--- src/lat_pkg.sv ---
`timescale 1ns / 1ps

package lat_pkg;

  // Fixed field widths of the channels.
  localparam int IN_BITS     = 16;
  localparam int WHOLE_BITS  = 16;
  localparam int HUND_BITS   = 7;
  localparam int DECAY_BITS  = 12;
  localparam int CFG_IDX_BITS = 2;
  localparam int NUM_LANES   = 3;
  localparam int LANE_BITS   = 2;

  // Result item layout: six fields, padded to whole bytes.
  localparam int OUT_FIELD_BITS = 3 * (WHOLE_BITS + HUND_BITS);
  localparam int OUT_BITS       = ((OUT_FIELD_BITS + 7) / 8) * 8;

  // Configuration register indexes.
  localparam logic [CFG_IDX_BITS-1:0] REG_DECAY_SHORT = 2'd0;
  localparam logic [CFG_IDX_BITS-1:0] REG_DECAY_MID   = 2'd1;
  localparam logic [CFG_IDX_BITS-1:0] REG_DECAY_LONG  = 2'd2;

  // Reset values of the decay registers.
  localparam logic [DECAY_BITS-1:0] DECAY_SHORT_RST = 12'd1884;
  localparam logic [DECAY_BITS-1:0] DECAY_MID_RST   = 12'd2014;
  localparam logic [DECAY_BITS-1:0] DECAY_LONG_RST  = 12'd2037;

  // Lane numbers of the three averages.
  localparam logic [LANE_BITS-1:0] LANE_SHORT = 2'd0;
  localparam logic [LANE_BITS-1:0] LANE_MID   = 2'd1;
  localparam logic [LANE_BITS-1:0] LANE_LONG  = 2'd2;

  typedef enum logic [2:0] {
    ST_IDLE,
    ST_LOAD,
    ST_STEP,
    ST_STORE,
    ST_FINISH
  } state_t;

  // Commands from the sequencer to the serial multiply-accumulate unit.
  typedef struct packed {
    logic load;
    logic step;
  } mac_cmd_t;

endpackage

--- src/lat_mac.sv ---
`timescale 1ns / 1ps

// Serial multiply-accumulate: avg*decay + scaled*(one - decay), one bit of
// the decay factor per step, followed by the rounding and the fraction shift.
module lat_mac #(
  parameter int STATE_BITS    = 27,
  parameter int FRACTION_BITS = 11
) (
  input  logic                       clk,
  input  lat_pkg::mac_cmd_t          cmd,
  input  logic [STATE_BITS-1:0]      avg_in,
  input  logic [STATE_BITS-1:0]      scaled_in,
  input  logic [FRACTION_BITS:0]     decay_in,
  output logic [STATE_BITS-1:0]      result
);

  localparam int DW = FRACTION_BITS + 1;
  localparam int HW = STATE_BITS + 2;
  localparam int TW = FRACTION_BITS + 2;
  localparam logic [DW-1:0] ONE = DW'(1) << FRACTION_BITS;

  logic [HW-1:0]         acc_hi;
  logic [DW-1:0]         acc_lo;
  logic [DW-1:0]         dec;
  logic [DW-1:0]         comp;
  logic [STATE_BITS-1:0] avg_op;
  logic [STATE_BITS-1:0] scaled_op;
  logic                  round_up;

  logic [HW-1:0] partial;
  logic [TW-1:0] tail;

  assign partial = acc_hi
                 + (dec[0]  ? HW'(avg_op)    : '0)
                 + (comp[0] ? HW'(scaled_op) : '0);

  always_ff @(posedge clk) begin
    if (cmd.load) begin
      acc_hi    <= '0;
      acc_lo    <= '0;
      dec       <= decay_in;
      comp      <= ONE - decay_in;
      avg_op    <= avg_in;
      scaled_op <= scaled_in;
      round_up  <= (scaled_in >= avg_in);
    end else if (cmd.step) begin
      acc_hi <= partial >> 1;
      acc_lo <= {partial[0], acc_lo[DW-1:1]};
      dec    <= dec >> 1;
      comp   <= comp >> 1;
    end
  end

  // The full sum is acc_hi * 2^(FB+1) + acc_lo; add the rounding term to the
  // low part and keep the carry into the fraction shift.
  assign tail   = TW'(acc_lo) + (round_up ? TW'(ONE - DW'(1)) : '0);
  assign result = STATE_BITS'((acc_hi << 1) + HW'(tail >> FRACTION_BITS));

endmodule

--- src/load_average_tracker.sv ---
`timescale 1ns / 1ps

// Channel  Direction  Handshake           Payload
// s_*      in         s_tvalid/s_tready   s_tdata: active_tasks
// m_*      out        m_tvalid/m_tready   m_tdata: three averages, whole + hundredths
// cfg_*    in         cfg_valid/cfg_ready cfg_index, cfg_data: decay register writes
//
// The single bit-serial multiply-accumulate unit runs the three averages of
// an item in turn, FRACTION_BITS + 1 steps each plus a load and a store
// state; a new item is taken only in the idle state.
// Reset clears the averages and loads the default decay factors.
// A finished item waits in the output register; the block holds its last
// update cycle while the previous result is still not taken.
module load_average_tracker #(
  parameter int FRACTION_BITS = 11,
  parameter int COUNT_BITS    = 16
) (
  input  logic                                 clk,
  input  logic                                 rst,
  input  logic                                 s_tvalid,
  output logic                                 s_tready,
  input  logic [lat_pkg::IN_BITS-1:0]          s_tdata,  // [15:0] active_tasks
  output logic                                 m_tvalid,
  input  logic                                 m_tready,
  // [15:0] short_whole, [22:16] short_hundredths, [38:23] mid_whole,
  // [45:39] mid_hundredths, [61:46] long_whole, [68:62] long_hundredths
  output logic [lat_pkg::OUT_BITS-1:0]         m_tdata,
  input  logic                                 cfg_valid,
  output logic                                 cfg_ready,
  input  logic [lat_pkg::CFG_IDX_BITS-1:0]     cfg_index,
  input  logic [lat_pkg::DECAY_BITS-1:0]       cfg_data
);

  localparam int SW  = COUNT_BITS + FRACTION_BITS;
  localparam int DW  = FRACTION_BITS + 1;
  localparam int XW  = (DW > lat_pkg::DECAY_BITS) ? DW : lat_pkg::DECAY_BITS;
  localparam int CXW = (COUNT_BITS > lat_pkg::IN_BITS) ? COUNT_BITS : lat_pkg::IN_BITS;
  localparam int RW  = SW + 1;
  localparam int WW  = (COUNT_BITS + 1 > lat_pkg::WHOLE_BITS) ? COUNT_BITS + 1
                                                              : lat_pkg::WHOLE_BITS + 1;
  localparam int PW  = FRACTION_BITS + lat_pkg::HUND_BITS;
  localparam int CNT_BITS = (DW > 1) ? $clog2(DW) : 1;
  localparam int HALF_STEP = (1 << FRACTION_BITS) / 200;
  localparam logic [CXW-1:0] COUNT_MAX = CXW'((64'd1 << COUNT_BITS) - 64'd1);
  localparam logic [XW-1:0]  ONE_X     = XW'(1) << FRACTION_BITS;
  localparam logic [CNT_BITS-1:0] LAST_STEP = CNT_BITS'(DW - 1);

  typedef struct packed {
    logic [lat_pkg::HUND_BITS-1:0]  hund;
    logic [lat_pkg::WHOLE_BITS-1:0] whole;
  } report_t;

  // Rounds an average to hundredths and splits it into whole and hundredths.
  function automatic report_t report(input logic [SW-1:0] avg);
    logic [RW-1:0] r;
    logic [WW-1:0] w;
    logic [PW-1:0] p;
    report_t       res;
    r = RW'(avg) + RW'(HALF_STEP);
    w = WW'(r >> FRACTION_BITS);
    p = PW'(r[FRACTION_BITS-1:0]) * PW'(100);
    res.whole = (w > WW'({lat_pkg::WHOLE_BITS{1'b1}})) ? {lat_pkg::WHOLE_BITS{1'b1}}
                                                      : lat_pkg::WHOLE_BITS'(w);
    res.hund  = p[PW-1:FRACTION_BITS];
    return res;
  endfunction

  function automatic logic [DW-1:0] clamp_decay(input logic [lat_pkg::DECAY_BITS-1:0] d);
    logic [XW-1:0] dx;
    dx = XW'(d);
    return (dx > ONE_X) ? DW'(ONE_X) : DW'(dx);
  endfunction

  lat_pkg::state_t state;
  lat_pkg::state_t state_next;

  logic [lat_pkg::DECAY_BITS-1:0] decay [lat_pkg::NUM_LANES];
  logic [SW-1:0]                  avg   [lat_pkg::NUM_LANES];
  logic [SW-1:0]                  scaled;
  logic [lat_pkg::LANE_BITS-1:0]  lane;
  logic [CNT_BITS-1:0]            step_cnt;
  logic [lat_pkg::OUT_BITS-1:0]   out_data;

  lat_pkg::mac_cmd_t              mac_cmd;
  logic [SW-1:0]                  mac_result;
  logic                           out_free;
  logic [CXW-1:0]                 count_wide;
  logic [COUNT_BITS-1:0]          count_sat;
  report_t                        rep_short;
  report_t                        rep_mid;
  report_t                        rep_long;

  assign cfg_ready = !rst;
  assign m_tdata   = out_data;
  assign out_free  = !m_tvalid || m_tready;

  assign count_wide = CXW'(s_tdata);
  assign count_sat  = (count_wide > COUNT_MAX) ? COUNT_BITS'(COUNT_MAX)
                                               : COUNT_BITS'(count_wide);

  assign rep_short = report(avg[lat_pkg::LANE_SHORT]);
  assign rep_mid   = report(avg[lat_pkg::LANE_MID]);
  assign rep_long  = report(avg[lat_pkg::LANE_LONG]);

  lat_mac #(
    .STATE_BITS    (SW),
    .FRACTION_BITS (FRACTION_BITS)
  ) u_mac (
    .clk       (clk),
    .cmd       (mac_cmd),
    .avg_in    (avg[lane]),
    .scaled_in (scaled),
    .decay_in  (clamp_decay(decay[lane])),
    .result    (mac_result)
  );

  always_comb begin
    state_next = state;
    case (state)
      lat_pkg::ST_IDLE: begin
        if (s_tvalid) state_next = lat_pkg::ST_LOAD;
      end
      lat_pkg::ST_LOAD:  state_next = lat_pkg::ST_STEP;
      lat_pkg::ST_STEP: begin
        if (step_cnt == LAST_STEP) state_next = lat_pkg::ST_STORE;
      end
      lat_pkg::ST_STORE: begin
        state_next = (lane == lat_pkg::LANE_LONG) ? lat_pkg::ST_FINISH : lat_pkg::ST_LOAD;
      end
      lat_pkg::ST_FINISH: begin
        if (out_free) state_next = lat_pkg::ST_IDLE;
      end
      default: state_next = lat_pkg::ST_IDLE;
    endcase
  end

  always_comb begin
    s_tready     = 1'b0;
    mac_cmd.load = 1'b0;
    mac_cmd.step = 1'b0;
    case (state)
      lat_pkg::ST_IDLE: s_tready     = !rst;
      lat_pkg::ST_LOAD: mac_cmd.load = 1'b1;
      lat_pkg::ST_STEP: mac_cmd.step = 1'b1;
      default: ;
    endcase
  end

  always_ff @(posedge clk) begin
    if (rst) begin
      state    <= lat_pkg::ST_IDLE;
      m_tvalid <= 1'b0;
      lane     <= lat_pkg::LANE_SHORT;
      step_cnt <= '0;
      avg[lat_pkg::LANE_SHORT]   <= '0;
      avg[lat_pkg::LANE_MID]     <= '0;
      avg[lat_pkg::LANE_LONG]    <= '0;
      decay[lat_pkg::LANE_SHORT] <= lat_pkg::DECAY_SHORT_RST;
      decay[lat_pkg::LANE_MID]   <= lat_pkg::DECAY_MID_RST;
      decay[lat_pkg::LANE_LONG]  <= lat_pkg::DECAY_LONG_RST;
    end else begin
      state <= state_next;

      if (cfg_valid && cfg_ready) begin
        case (cfg_index)
          lat_pkg::REG_DECAY_SHORT: decay[lat_pkg::LANE_SHORT] <= cfg_data;
          lat_pkg::REG_DECAY_MID:   decay[lat_pkg::LANE_MID]   <= cfg_data;
          lat_pkg::REG_DECAY_LONG:  decay[lat_pkg::LANE_LONG]  <= cfg_data;
          default: ;
        endcase
      end

      if (state == lat_pkg::ST_FINISH && out_free) begin
        m_tvalid <= 1'b1;
      end else if (m_tvalid && m_tready) begin
        m_tvalid <= 1'b0;
      end

      case (state)
        lat_pkg::ST_IDLE: begin
          lane <= lat_pkg::LANE_SHORT;
        end
        lat_pkg::ST_LOAD: begin
          step_cnt <= '0;
        end
        lat_pkg::ST_STEP: begin
          step_cnt <= step_cnt + CNT_BITS'(1);
        end
        lat_pkg::ST_STORE: begin
          avg[lane] <= mac_result;
          lane      <= lane + lat_pkg::LANE_BITS'(1);
        end
        default: ;
      endcase
    end
  end

  // Payload registers.
  always_ff @(posedge clk) begin
    if (state == lat_pkg::ST_IDLE && s_tvalid && s_tready) begin
      scaled <= SW'(count_sat) << FRACTION_BITS;
    end
    if (state == lat_pkg::ST_FINISH && out_free) begin
      out_data <= lat_pkg::OUT_BITS'({rep_long.hund, rep_long.whole,
                                      rep_mid.hund, rep_mid.whole,
                                      rep_short.hund, rep_short.whole});
    end
  end

endmodule

--- config.mk ---
export PLATFORM = sky130hd
export DESIGN_NAME = load_average_tracker
export DESIGN_NICKNAME = d
export VERILOG_FILES = /design/src/lat_pkg.sv /design/src/lat_mac.sv /design/src/load_average_tracker.sv
export SDC_FILE = /design/constraint.sdc
export NUM_CORES = 1
export LEC_CHECK = 0
export BUFFER_PORTS_ARGS = -buffer_cell sky130_fd_sc_hd__buf_2
export CAP_MARGIN = 25
export CORE_MARGIN = 1.5
export CORE_UTILIZATION = 60
export DETAILED_ROUTE_END_ITERATION = 10
export GPL_TIMING_DRIVEN = 0
export PLACE_DENSITY = 0.74
export SLEW_MARGIN = 20
export SYNTH_ARGS = -nofsm -noshare
export SYNTH_HDL_FRONTEND = slang
export SYNTH_SLANG_ARGS = --single-unit
--- constraint.sdc ---
create_clock -name clk -period 6 [get_ports clk]
set_input_delay 0.9 -clock clk [delete_from_list [all_inputs] [get_ports clk]]
set_output_delay 0.9 -clock clk [all_outputs]
set_load 0.02 [all_outputs]
==> Yosys cells after proc, flatten, opt, wreduce, memory -nomap -nowiden <==
Memory sizes are Yosys's and may differ from the RTL's. A register that Yosys moved wholly into a read port is not among the register bits.
Cells that the tools add are included.
{ "totals": {"ff_bits": 203, "mem_bits_rw": 117, "in_bits": 35, "elab_cells": 114, "mem_count": 2} }
{ "op_classes": {"addsub": 10, "mul": 3, "order_cmp": 6, "n_eq_ne": 11, "mux": 47, "n_bitwise": 3, "n_reduce_logical": 16} }
{ "mem_list": {"columns": ["memory", "words", "word_bits", "rd", "rd_clocked_by_memory_dff", "wr", "line_no", "rtl"], "rows": [
  ["avg", 3, 27, 4, 1, 3, "load_average_tracker.sv:78", "logic [SW-1:0] avg [lat_pkg::NUM_LANES];"],
  ["decay", 3, 12, 1, 1, 3, "load_average_tracker.sv:77", "logic [lat_pkg::DECAY_BITS-1:0] decay [lat_pkg::NUM_LANES];"]
]} }
{ "ops": {"columns": ["operator", "n"], "rows": [
  ["two-way mux 12 bit", 8],
  ["adder 27 x 4 -> 28 bit, second input constant", 3],
  ["two-way mux 27 bit", 3],
  ["> comparator 17 x 16 -> 1 bit, second input constant", 3],
  ["multiplier 11 x 5 -> 16 bit, second input constant", 3],
  ["adder 28 x 27 -> 29 bit", 1],
  ["adder 29 bit", 1],
  ["adder 27 x 2 -> 27 bit", 1],
  ["greater-or-equal comparator 27 bit", 1],
  ["OR reduction 27 bit", 1],
  ["two-way mux 1 bit", 23],
  ["> comparator 16 bit, second input constant", 1],
  ["case mux 3 bit (5 select lines)", 1],
  ["adder 12 x 13 -> 13 bit", 1],
  ["> comparator 12 bit, second input constant", 1],
  ["two-way mux 3 bit", 4],
  ["subtractor 12 bit, first input constant", 1],
  ["two-way mux 11 bit", 1],
  ["two-way mux 2 bit", 5],
  ["case mux 4 bit (2 select lines)", 1],
  ["nonzero test 2 bit", 4],
  ["equality test 3 x 2 -> 1 bit, second input constant", 2],
  ["!= test 2 bit, second input constant", 3],
  ["logical AND 1 bit", 5],
  ["other kinds (14)", 18]
]} }

==> Longest topological paths before layout <==
{ "depth": {"ltp_word": 6, "mapped_depth": 18} }

==> By module <==
From an unflattened synthesis, not the netlist that was laid out.
{ "unflattened": {"hier_cells": 1809, "area_unflattened_um2": 21274.2} }
{ "modules_own_cells": {"columns": ["mod", "instances", "cells_per_inst", "area_each_um2", "seq_area_each_um2"], "rows": [
  ["load_average_tracker", 1, 1076, 13427.9, 7116.8],
  ["lat_mac", 1, 733, 7846.3, 3173.0]
]} }

==> Least setup slack after synthesis <==
OpenSTA, ideal clock, no wires.
{ "synth_path": {"kind": "input to register", "startpoint": "input port m_tready", "endpoint": "register out_data (netlist bit m_tdata[0]), enable pin", "arrival_time_ns": 3.851, "required_ns": 5.504, "setup_slack_ns": 1.653, "stages": 2, "path_buffers": 0, "cell_sequence": "nor2b_1 nor2_1"} }
{ "synth_via": {"elab_chain_cells": 2} }
{ "synth_rtl": {"columns": ["item", "line_no", "rtl"], "rows": [
  ["start, declared", "load_average_tracker.sv:24", "input logic m_tready,"],
  ["logical OR 1 bit", "load_average_tracker.sv:95", "assign out_free = !m_tvalid || m_tready;"],
  ["logical AND 1 bit", "load_average_tracker.sv:203", "if (state == lat_pkg::ST_FINISH && out_free) begin"],
  ["end signal, assigned", "load_average_tracker.sv:204", "out_data <= lat_pkg::OUT_BITS'({rep_long.hund, rep_long.whole,"],
  ["end, declared", "load_average_tracker.sv:82", "logic [lat_pkg::OUT_BITS-1:0] out_data;"]
]} }
Every way passes these cells.
A chain may end at the register's enable or synchronous reset.

==> flow_summary.json <==
{
  "swShare_pct": 34.1,
  "worstPathRequired_ns": 6.27,
  "status": "completed",
  "ys_types": 75,
  "detail_route.wl_per_cell_um": 18.0,
  "r2r_setup_slack_ns": 1.64,
  "grt_pass1_wl_um": 71200,
  "worst_slew_pin_slew_ns": 0.869,
  "place_area_um2": 21500,
  "clock_path_buffers": 3,
  "crit_end": "m_tdata[68]$_DFFE_PP_",
  "use_met2_pct": 42.2,
  "num_vias": 14000,
  "coreArea_um2": 32900,
  "antenna_left": 0,
  "crit_start": "avg[2][3]$_SDFFCE_PN0P_",
  "r2r_start": "avg[2][3]$_SDFFCE_PN0P_",
  "grt_remaining_overflow": 0,
  "grt-busiest-layer": "met2",
  "reg2reg_depth": 16,
  "die-area_um2": 34800,
  "fmax_mhz": 229,
  "clkLatencyLatePin_ns": 0.53,
  "grt_usage_pct": 25.9,
  "synth-main-ff-cell": "edfxtp_1",
  "synth_edf_count": 297,
  "worstReg2RegEnd": "m_tdata[68]$_DFFE_PP_",
  "clock-root-buffer": "clkbuf_16",
  "diodes": 0,
  "p_sw_w": 0.00277,
  "placed_cells_incl_taps": 2375,
  "drc": 0,
  "synthToLayoutAreaGrowth_pct": 12.1,
  "portBuffers": 106,
  "async_flop_share_pct": 0,
  "use_met3_pct": 4.91,
  "io_pins": 110,
  "cp-end-kind": "register",
  "syn_avg_cell_area_um2": 11.1,
  "clock-sinks": 349,
  "clk_pin_slew_ns": 0.06,
  "hold_path_class": "register to register",
  "start_util_pct": 61.4,
  "synth-seq-area-share_pct": 49.3,
  "holdBufCountCts": 0,
  "synth_warnings": 0,
  "combinationalPowerShare_pct": 32.8,
  "antenna_found_initial": 0,
  "p_int_w": 0.00536,
  "fin_area_um2": 22600,
  "ctsResizeCount": 0,
  "ir_worst_vdd_uv": 253,
  "first_iter_violations": 1040,
  "ys_ff_latch": 349,
  "h-tree-depth": 2,
  "drtPass1Iterations": 6,
  "finalHoldViolCount": 0,
  "layout-drive-gt1-share_pct": 12.5,
  "synth_area_um2": 20200,
  "period_needed_ns": 4.36,
  "post-dp-hpwl_um": 33200,
  "finalSetupViolations": 0,
  "die_w_um": 186,
  "maxSlewHeadroom_pct": 41.3,
  "maxSlewViolCount": 0,
  "worstSetupPathType": "register to register",
  "cts_buffers": 37,
  "cts_setup_buffers": 0,
  "first_global_vias": 13600,
  "power.density_nw_per_um2": 359,
  "pwr-share-seq_pct": 39.8,
  "fin_crit_sh_pct": 72.7,
  "setup-tns-final_ns": 0,
  "rsz0062_at_grt": "no",
  "fin_util_pct": 68.9,
  "routabilityCongestion": 0.923,
  "power_leakage_nw": 9.49,
  "drv_cap": 0,
  "stdcell_count": 2439,
  "vias_per_cell": 5.72,
  "crit_path_start_kind": "register",
  "grt_use_met1_pct": 35.4,
  "die_height_um": 186,
  "cp.arrival_ns": 4.63,
  "grt_max_degree": 33,
  "p_clk_share_pct": 27.4,
  "hold_ws_ns": 0.458,
  "tritoncts": "built",
  "routed_wl_um": 44000,
  "core.rowCount": 66,
  "path_max_fanout": 6,
  "final_nets": 2216,
  "synthCells": 1819,
  "fin_worst_skew_ns": 0.0158
}
[layout by cell type, fill, tap and decap left out, types with 41 or more instances in the layout]
cell	synthesis	final
nor2_1	160	159
a21oi_1	82	82
nand3_1	42	42
clkbuf_1	33	41
o21ai_0	44	44
inv_1	170	170
nand2_1	222	219
xnor2_1	83	83
edfxtp_1	297	297
xor2_1	56	56
buf_2	4	111
ha_1	179	179
dfxtp_1	52	52
[worst min-delay path by stage]
stage	start	to	slack [ns]	cells past startpoint
finish	scaled[24]$_DFFE_PP_	u_mac.scaled_op[24]$_DFFE_PP_	0.46	0
floorplan	step_cnt[3]$_SDFFE_PP0P_	step_cnt[3]$_SDFFE_PP0P_	0.42	1
CTS	scaled[25]$_DFFE_PP_	u_mac.scaled_op[25]$_DFFE_PP_	0.46	0
global placement	step_cnt[3]$_SDFFE_PP0P_	step_cnt[3]$_SDFFE_PP0P_	0.44	1
global route	scaled[25]$_DFFE_PP_	u_mac.scaled_op[25]$_DFFE_PP_	0.47	0
detailed placement	scaled[25]$_DFFE_PP_	u_mac.scaled_op[25]$_DFFE_PP_	0.45	0
[stage by stage]
step / total power [W] / setup slack [ns]
global route: 0.00865 / 1.31
global placement: 0.00578 / 0.292
CTS: 0.00814 / 1.63
floorplan: 0.00520 / 1.65
finish: 0.00813 / 1.64
detailed placement: 0.00591 / 1.67
[state kept, by name, indices dropped and copies added (netlist names), 16 cells and up, named ones only]
register,count
u_mac.avg_op,27
scaled,16
avg,108
decay,36
u_mac.scaled_op,16
m_tdata,69
u_mac.acc_hi,28
[layer usage]
layer,wire length (um),vias to the layer above
li1,-,6725
met5,0,-
met2,20500,466
met1,19000,6693
met3,3390,78
met4,1080,0
[layout make-up]
cell class,count,area [um^2]
plain buffers,51,246
clock buffers,48,997
clock inverters,16,165
fillers,2493,10200
inverters,171,642
multi-input cells,1250,9400
flip-flops and latches,349,9960
well taps,442,553
repair buffers,112,668
[Yosys cell counts, types with 4 or more instances]
cell type,instances,share of area (%)
a211oi_1,8,0.30
a21o_1,21,0.78
a21oi_1,82,2.0
a31oi_1,10,0.31
a41oi_1,9,0.39
and2_1,27,0.84
and3_1,34,1.1
and4_1,5,0.22
buf_1,4,0.074
buf_2,4,0.099
buf_4,7,0.26
clkbuf_1,33,0.61
dfxtp_1,52,5.2
edfxtp_1,297,44
fa_1,30,3.0
ha_1,179,11
inv_1,170,3.2
mux2_2,11,0.61
mux2i_1,10,0.50
mux4_2,26,2.9
nand2_1,222,4.1
nand2b_1,17,0.53
nand3_1,42,1.0
nand4_1,16,0.50
nor2_1,160,3.0
nor2b_1,14,0.43
nor3_1,21,0.52
nor4_1,7,0.22
o211ai_1,4,0.15
o21a_1,11,0.41
o21ai_0,44,1.1
o21ai_1,8,0.20
o21bai_1,5,0.19
o22ai_1,9,0.28
o31ai_1,13,0.48
or2_2,4,0.12
or3_1,8,0.25
xnor2_1,83,3.6
xor2_1,56,2.4
[logic make-up (layout without fill, tap and decap cells)]
kind of cell / Yosys count / in the layout / synth area share (%)
other: 1 / 3 / 0.0186
AND/OR/NAND/NOR: 595 / 595 / 13.5
multiplexers: 56 / 56 / 4.83
adder cells (fa/ha/maj): 209 / 209 / 14.1
XOR/XNOR: 139 / 139 / 6.03
AO/OA/AOI/OAI: 248 / 248 / 7.77
flip-flops: 349 / 349 / 49.3
buffers and inverters: 222 / 398 / 4.39
[critical path, cell delays in order (launching register included)]
cell and delay (ns):
edfxtp_1 0.50, a21oi_1 0.51, nor2_1 0.15, xor2_1 0.36
ha_1 0.30, ha_1 0.28, inv_1 0.05, fa_1 0.54
inv_1 0.05, ha_1 0.34, nand3_1 0.09, nand2_1 0.05
a41oi_1 0.31, a211oi_1 0.18, o21a_1 0.21, nor2_1 0.11
xnor2_1 0.07
[power by group through the flow]
stage | Combinational, W | Sequential (W) | Clock, W
CTS | 0.00265 | 0.00323 | 0.00226
detailed placement | 0.00263 | 0.00328 | 0
global placement | 0.00250 | 0.00328 | 0
finish | 0.00267 | 0.00324 | 0.00222
floorplan | 0.00199 | 0.00321 | 0
global route | 0.00303 | 0.00327 | 0.00235
Note: power is estimated with default switching activity, not from simulation.
